File: src/lsra_pkg.sv
`default_nettype none

package lsra_pkg;

  localparam int PHYS_REGS     = 16;
  localparam int MAX_INTERVALS = 1024;
  localparam int POINT_BITS    = 16;

  localparam int SLOT_W = (PHYS_REGS > 1) ? $clog2(PHYS_REGS) : 1;
  localparam int IDX_W  = $clog2(MAX_INTERVALS);
  localparam int CNT_W  = $clog2(PHYS_REGS + 1);
  localparam int CFG_W  = 5;
  localparam int REG_W  = 4;

  typedef struct packed {
    logic [POINT_BITS-1:0] start_point;
    logic [POINT_BITS-1:0] end_point;
    logic                  first_of_function;
  } in_item_t;

  typedef struct packed {
    logic [IDX_W-1:0]      interval_index;
    logic [REG_W-1:0]      assigned_register;
    logic                  spill_happened;
    logic [IDX_W-1:0]      spilled_index;
    logic [POINT_BITS-1:0] spill_point;
  } out_item_t;

  typedef enum logic [1:0] {
    S_IDLE,
    S_SCAN,
    S_DONE
  } state_t;

  typedef struct packed {
    logic accept;
    logic scan;
    logic commit;
  } ctrl_cmd_t;

  typedef struct packed {
    logic scan_last;
    logic out_free;
  } ctrl_sts_t;

endpackage

`default_nettype wire

File: src/lsra_ctrl.sv
`default_nettype none

module lsra_ctrl
  import lsra_pkg::*;
(
  input  wire        clk,
  input  wire        rst_n,
  input  wire        in_valid,
  output logic       in_stall,
  input  ctrl_sts_t  sts,
  output ctrl_cmd_t  cmd
);

  state_t state_r, state_nxt;

  always_ff @(posedge clk) begin
    if (!rst_n) begin
      state_r <= S_IDLE;
    end else begin
      state_r <= state_nxt;
    end
  end

  always_comb begin
    state_nxt = state_r;
    unique case (state_r)
      S_IDLE: begin
        if (in_valid) state_nxt = S_SCAN;
      end
      S_SCAN: begin
        if (sts.scan_last) state_nxt = S_DONE;
      end
      S_DONE: begin
        if (sts.out_free) state_nxt = S_IDLE;
      end
      default: state_nxt = S_IDLE;
    endcase
  end

  always_comb begin
    cmd      = '0;
    in_stall = 1'b1;
    unique case (state_r)
      S_IDLE: begin
        in_stall   = 1'b0;
        cmd.accept = in_valid;
      end
      S_SCAN: begin
        cmd.scan = 1'b1;
      end
      S_DONE: begin
        cmd.commit = sts.out_free;
      end
      default: begin
        in_stall = 1'b1;
      end
    endcase
  end

`ifndef SYNTHESIS
  a_scan_to_done: assert property (@(posedge clk) disable iff (!rst_n)
    (state_r == S_SCAN && sts.scan_last) |=> (state_r == S_DONE))
    else $error("scan did not end in result state");

  a_done_holds: assert property (@(posedge clk) disable iff (!rst_n)
    (state_r == S_DONE && !sts.out_free) |=> (state_r == S_DONE && in_stall))
    else $error("result state left while output register full");
`endif

endmodule

`default_nettype wire

File: src/lsra_dp.sv
`default_nettype none

module lsra_dp
  import lsra_pkg::*;
(
  input  wire                  clk,
  input  wire                  rst_n,
  input  in_item_t             in_data,
  input  wire                  cfg_wr_en,
  input  wire [CFG_W-1:0]      cfg_wr_data,
  input  ctrl_cmd_t            cmd,
  output ctrl_sts_t            sts,
  output logic                 out_valid,
  input  wire                  out_stall,
  output out_item_t            out_data
);

  logic [CFG_W-1:0]      num_regs_r;
  logic [IDX_W-1:0]      next_idx_r;
  logic [IDX_W-1:0]      idx_r;
  logic [POINT_BITS-1:0] start_r;
  logic [POINT_BITS-1:0] end_r;
  logic [SLOT_W-1:0]     scan_r;
  logic                  found_r;
  logic [SLOT_W-1:0]     reg_r;
  logic [SLOT_W-1:0]     best_r;
  logic [POINT_BITS-1:0] best_end_r;
  logic [PHYS_REGS-1:0]  busy_r;
  logic [POINT_BITS-1:0] slot_end_r   [PHYS_REGS];
  logic [IDX_W-1:0]      slot_owner_r [PHYS_REGS];
  logic                  out_valid_r;
  out_item_t             out_r;

  logic [CNT_W-1:0]      act_cnt;
  logic [IDX_W-1:0]      idx_inc;
  logic                  cur_busy;
  logic [POINT_BITS-1:0] cur_end;
  logic                  cur_expire;
  logic                  cur_active;
  logic [SLOT_W-1:0]     sel;
  out_item_t             res;

  // clamp register count to 1..PHYS_REGS
  always_comb begin
    if (num_regs_r == '0) begin
      act_cnt = CNT_W'(1);
    end else if (32'(num_regs_r) > 32'(PHYS_REGS)) begin
      act_cnt = CNT_W'(PHYS_REGS);
    end else begin
      act_cnt = CNT_W'(num_regs_r);
    end
  end

  always_comb begin
    if (32'(next_idx_r) == MAX_INTERVALS - 1) begin
      idx_inc = '0;
    end else begin
      idx_inc = next_idx_r + 1'b1;
    end
  end

  assign cur_busy   = busy_r[scan_r];
  assign cur_end    = slot_end_r[scan_r];
  assign cur_expire = cur_busy && (cur_end < start_r);
  assign cur_active = 32'(scan_r) < 32'(act_cnt);
  assign sel        = found_r ? reg_r : best_r;

  always_comb begin
    res                   = '0;
    res.interval_index    = idx_r;
    res.assigned_register = REG_W'(sel);
    res.spill_happened    = !found_r;
    if (!found_r) begin
      res.spilled_index = slot_owner_r[sel];
      res.spill_point   = start_r;
    end
  end

  assign sts.scan_last = (32'(scan_r) == PHYS_REGS - 1);
  assign sts.out_free  = !out_valid_r || !out_stall;

  always_ff @(posedge clk) begin
    if (!rst_n) begin
      num_regs_r  <= CFG_W'(16);
      next_idx_r  <= '0;
      busy_r      <= '0;
      out_valid_r <= 1'b0;
    end else begin
      if (cfg_wr_en) num_regs_r <= cfg_wr_data;

      if (cmd.accept) begin
        if (in_data.first_of_function) begin
          busy_r     <= '0;
          next_idx_r <= (MAX_INTERVALS == 1) ? '0 : IDX_W'(1);
        end else begin
          next_idx_r <= idx_inc;
        end
      end else if (cmd.scan) begin
        if (cur_expire) busy_r[scan_r] <= 1'b0;
      end else if (cmd.commit) begin
        if (found_r) busy_r[sel] <= 1'b1;
      end

      if (cmd.commit) begin
        out_valid_r <= 1'b1;
      end else if (out_valid_r && !out_stall) begin
        out_valid_r <= 1'b0;
      end
    end
  end

  // payload and per-item working registers
  always_ff @(posedge clk) begin
    if (cmd.accept) begin
      idx_r      <= in_data.first_of_function ? '0 : next_idx_r;
      start_r    <= in_data.start_point;
      end_r      <= in_data.end_point;
      scan_r     <= '0;
      found_r    <= 1'b0;
      reg_r      <= '0;
      best_r     <= '0;
      best_end_r <= '0;
    end else if (cmd.scan) begin
      scan_r <= scan_r + 1'b1;
      if (cur_active && (!cur_busy || cur_expire) && !found_r) begin
        found_r <= 1'b1;
        reg_r   <= scan_r;
      end
      // greatest end wins, lowest index on ties
      if (cur_active && (scan_r == '0 || cur_end > best_end_r)) begin
        best_r     <= scan_r;
        best_end_r <= cur_end;
      end
    end

    if (cmd.commit) begin
      slot_end_r[sel]   <= end_r;
      slot_owner_r[sel] <= idx_r;
      out_r             <= res;
    end
  end

  assign out_valid = out_valid_r;
  assign out_data  = out_r;

`ifndef SYNTHESIS
  a_commit_free: assert property (@(posedge clk) disable iff (!rst_n)
    cmd.commit |-> (!out_valid_r || !out_stall))
    else $error("result loaded over an untaken transfer");

  a_commit_valid: assert property (@(posedge clk) disable iff (!rst_n)
    cmd.commit |=> out_valid_r)
    else $error("committed result not presented");

  a_reg_active: assert property (@(posedge clk) disable iff (!rst_n)
    cmd.commit |-> (32'(sel) < 32'(act_cnt)))
    else $error("assigned register outside active count");
`endif

endmodule

`default_nettype wire

File: src/linear_scan_register_assign.sv
`default_nettype none

// linear scan register assignment
// input channel (in_valid / in_stall / in_data): one live interval per
//   transfer, in ascending start order; first_of_function frees every
//   register and restarts interval numbering at zero
// result channel (out_valid / out_stall / out_data): one result per interval
//   with its number, its register, and the evicted interval if any
// cfg_wr_en / cfg_wr_data: number of active registers, written while idle;
//   zero acts as one, values above the slot count saturate
// sequence: accept, then the expiry/allocation scan over the 16-slot table at
//   one register slot per cycle, then commit; in_stall stays high through the
//   scan and the commit step, so no new interval is taken before the commit
// the next interval is taken while a result still waits in the output
//   register; if the receiver stalls, the block holds its result and waits
//   in the commit step with in_stall high
// reset: all registers free, numbering at zero, register count sixteen,
//   no result pending

module linear_scan_register_assign
  import lsra_pkg::*;
(
  input  wire              clk,
  input  wire              rst_n,
  input  wire              in_valid,
  output logic             in_stall,
  input  in_item_t         in_data,
  output logic             out_valid,
  input  wire              out_stall,
  output out_item_t        out_data,
  input  wire              cfg_wr_en,
  input  wire [CFG_W-1:0]  cfg_wr_data
);

  ctrl_cmd_t cmd;
  ctrl_sts_t sts;

  // sequencer: accept, scan slots, commit result
  lsra_ctrl u_ctrl (
    .clk      (clk),
    .rst_n    (rst_n),
    .in_valid (in_valid),
    .in_stall (in_stall),
    .sts      (sts),
    .cmd      (cmd)
  );

  // slot table, scan registers and output register
  lsra_dp u_dp (
    .clk         (clk),
    .rst_n       (rst_n),
    .in_data     (in_data),
    .cfg_wr_en   (cfg_wr_en),
    .cfg_wr_data (cfg_wr_data),
    .cmd         (cmd),
    .sts         (sts),
    .out_valid   (out_valid),
    .out_stall   (out_stall),
    .out_data    (out_data)
  );

endmodule

`default_nettype wire

File: config.mk
export PLATFORM = sky130hd
export DESIGN_NAME = linear_scan_register_assign
export DESIGN_NICKNAME = d
export VERILOG_FILES = /design/src/lsra_pkg.sv /design/src/lsra_ctrl.sv /design/src/lsra_dp.sv /design/src/linear_scan_register_assign.sv
export SDC_FILE = /design/constraint.sdc
export NUM_CORES = 1
export LEC_CHECK = 0
export ABC_AREA = 1
export CORE_MARGIN = 2
export CORE_UTILIZATION = 30
export CTS_BUF_LIST = sky130_fd_sc_hd__clkbuf_4 sky130_fd_sc_hd__clkbuf_8 sky130_fd_sc_hd__clkbuf_16
export DETAILED_ROUTE_END_ITERATION = 10
export DONT_BUFFER_PORTS = 1
export MAX_ROUTING_LAYER = met4
export PLACE_DENSITY_LB_ADDON = 0.15
export SKIP_CTS_REPAIR_TIMING = 1
export SYNTH_ARGS = -nofsm -noshare
export SYNTH_HDL_FRONTEND = slang
export SYNTH_SLANG_ARGS = --single-unit
File: constraint.sdc
create_clock -name clk -period 5.25 [get_ports clk]
set_input_delay 0.2625 -clock clk [delete_from_list [all_inputs] [get_ports clk]]
set_output_delay 0.2625 -clock clk [all_outputs]
set_load 0.01 [all_outputs]
==> flow_summary.ini <==
[power]
ir_drop_uv = 239
intPower_mw = 8.70
combPwrFrac_pct = 20.0
power_switching_mw = 3.72
clockPowerShare_pct = 37.1
leakage_nw = 8.90
p_sw_share_pct = 29.9
p_per_area_nw_per_um2 = 470
power_frac_seq_pct = 42.9

[synthesis]
ys_seq_area_share_pct = 72.4
yosys-top-cells-count = edfxtp_1 (499), nor2_1 (224), nand2_1 (213)
synthAdderAreaFrac_pct = 2.16
yosysTopAreaCellShare_pct = 66.4
syn_area_um2 = 22600
synth-compound-area-share_pct = 12.6
muxShareOfSynthArea_pct = 0
synth_ff_type = edfxtp_1
synth-edff-count = 499
synth.net_count = 1864
synth_top_family_by_area = compound AO/OA/AOI/OAI gates
synth_most_common_cell = edfxtp_1
synthDistinctLibCells = 39
yosys.area_share.simple_pct = 9.10
synth_cells = 1782
yosysWarningCount = 0
async_flop_share_pct = 0
netlist_top_cells_area = edfxtp_1 (66%), dfxtp_1 (5.9%), nor2_1 (3.7%), nand2_1 (3.5%), o21ai_0 (3.5%)
synth_top_area_cell = edfxtp_1
synth-seq-cells = 566
synth-xor-area-share_pct = 0
synth_area_per_cell_um2 = 12.7

[timing]
hold_slack_ps = -2.24
relSlewSlack_pct = 13.8
period_needed_ps = 4140
timing.final.crit_share_pct = 78.8
finalSetupViolCount = 0
finalSetupTns_ps = 0
hold_viol = 1
finalMaxSlewViolations = 0
tightest_slew_ps = 1290
clock_skew_ps = 20.9
rsz0062_at_grt = false
max_freq_ghz = 0.242

[critical_path]
cp.depth = 19
path_buf_inv = 4
rrSetupSlack_ps = 1110
critPathMaxStageDelay_ps = 360
critPathSlowestCell = dfxtp_4
crit_fanout = 72
cp-start-kind = flip-flop
critPathRequiredTime_ps = 5720
path_class = flip-flop to flip-flop
crit_arrival_ps = 4610
critPathTopFamily = compound AO/OA/AOI/OAI gates
path_cells = clkinv_2 > buf_12 > o21ai_0 > o221ai_1 > nand3_1 > nand2_1 > ha_1 > a21oi_1 > a21boi_0 > o221ai_1 > nand2_1 > nand3_1 > nand2_1 > o21ai_0 > nand2_1 > buf_4 > clkinv_1 > o21ai_0 > a21oi_1
crit_top_cell = nand2_1
r2r_cells = 19
cp-end-kind = flip-flop
r2r_end = u_dp.best_r[2]

[route]
first_pass_iters = 5
via_count = 14300
routedWlPerCell_um = 22.2
viasPerCell = 5.00
antenna_left = 0
first_iter_violations = 1194
drc = 0
drt-total-wl_mm = 63.4

[clocking]
cts_buffers = 66
root_buffer = clkbuf_16
cts_num_sinks = 566
clk_pin_slew_ps = 60
h-tree-depth = 3
cts_tree = built
clkLatencyLatePin_ps = 600
cts_buffer_depth = 3

[floorplan]
fp.dieArea_um2 = 77400
ios = 86
fp-row-count = 100
die-width_um = 278
start_util_pct = 30.3
die_h_um = 278
core_area_um2 = 74400

[run_status]
status = finished with violations
violations = negative hold slack

[global_routing]
antenna_found_initial = 4
grt_start_max_net_pins = 129
grt-ovfl-total = 0
grt_usage_pct = 16.8
grt_pass1_vias = 14200
grt_first_pass_wirelength_mm = 93.8

[hold_path]
worstHoldEndpoint = u_dp.next_idx_r[6]
hold_path_class = input pin to flip-flop
worstHoldPathCells = 3
hold_start = in_data[0]

[finish]
utilization_pct = 35.5
nFillCells = 7157
areaGrowthSynthToFinish_pct = 17.0
nNetsFinal = 1909
drive_above_1_share_pct = 9.85

[place]
gp_congestion = 0.797
dpl.hpwl_mm = 36.7
port_buffers = 0

[flow_run]
max-cap-violations = 0
## sequential cells by signal (all words and copies together) (netlist names), named ones only
signal	count
u_dp.found_r	1
u_dp.scan_r	4
u_dp.slot_end_r	256
u_dp.end_r	16
u_dp.start_r	16
u_dp.num_regs_r	5
u_dp.reg_r	4
u_dp.slot_owner_r	160
u_dp.best_r	4
u_ctrl.state_r	2
u_dp.idx_r	10
u_dp.best_end_r	16
u_dp.out_valid	1
u_dp.out_data	41
u_dp.next_idx_r	10
u_dp.busy_r	16
## final cells by class
class                      instances  area [um2]  area share (%)
sequential                       566       16300            61.9
multi-input combinational       1004        5530            21.0
clock buffer                      86        1900            7.18
tap                              969        1210            4.59
timing repair buffer              77         706            2.67
inverter                         112         422            1.60
clock inverter                    34         293            1.11
antenna                            3        7.51          0.0284
## per-stage QoR
step / power, mW / hold slack, ps / worst slack [ps] / cell area [um2] / instances
finish: 12.4 / -2.24 / 1110 / 26400 / 2851
global placement: 7.89 / 361 / 1140 / 23800 / 2687
floorplan: 6.98 / 361 / 1900 / 22600 / 1782
global route: 13.0 / 10.6 / 770 / 26400 / 2851
detailed placement: 7.90 / 361 / 1080 / 23800 / 2687
CTS: 12.6 / -280 / 1070 / 26000 / 2807
## worst reg2reg max path, delay by kind of cell (launching register included)
family,cells,cell delay (ps)
flip-flops,1,360
adder cells (fa/ha/maj),1,340
AO/OA/AOI/OAI,8,1330
buffers and inverters,4,1330
AND/OR/NAND/NOR,6,640
## power by group through the flow
stage	registers [mW]	clock network, mW	logic, mW
floorplan	5.33	0	1.65
global placement	5.42	0	2.47
detailed placement	5.42	0	2.48
CTS	5.33	4.74	2.49
global route	5.35	4.90	2.79
finish	5.33	4.61	2.48
## placed cells by master, fill, tap and decap left out, types with 3 or more instances in the layout
master	count
dlygate4sd3_1	41
nor3_1	8
nor2_1	205
nand3_1	50
clkbuf_16	71
o21ai_0	157
nand4_1	8
diode_2	3
buf_4	34
bufinv_16	5
ha_1	39
nor2_4	19
dfxtp_1	64
o21ai_1	20
clkbuf_4	14
a41oi_1	10
o21bai_1	3
clkinv_2	14
o221ai_1	48
o311ai_0	9
a22oi_1	81
edfxtp_1	499
a21oi_1	78
a211oi_1	4
clkinv_1	13
o211ai_1	19
nand2_1	212
a221oi_1	3
o22ai_1	16
inv_1	105
inv_2	5
## cell families (layout without fill, tap and decap cells)
group                    count (synthesis)  after routing
AND/OR/NAND/NOR                        512            512
AO/OA/AOI/OAI                          453            453
buffers and inverters                  212            309
other                                    0              3
adder cells (fa/ha/maj)                 39             39
flip-flops                             566            566
## per-layer routing
metal | GRT usage [%] | vias up | share of wire, %
met5 | - | - | 0
met1 | 22.0 | 7127 | 45
met4 | 5.10 | 0 | 2.3
met3 | 2.94 | 100 | 4.8
met2 | 26.6 | 373 | 48
li1 | - | 6661 | -
## how the worst max path moves through the flow
stage	startpoint	to	slack [ps]
finish	flip-flop	u_dp.best_r[2]	1110
detailed placement	u_dp.found_r	u_dp.slot_end_r[5][13]	1080
global placement	u_dp.found_r	u_dp.slot_end_r[5][13]	1140
floorplan	u_dp.found_r	u_dp.slot_end_r[0][0]	1900
global route	flip-flop	u_dp.best_r[2]	770
CTS	u_dp.found_r	u_dp.slot_end_r[12][2]	1070
(Power assumes the default switching activity.)
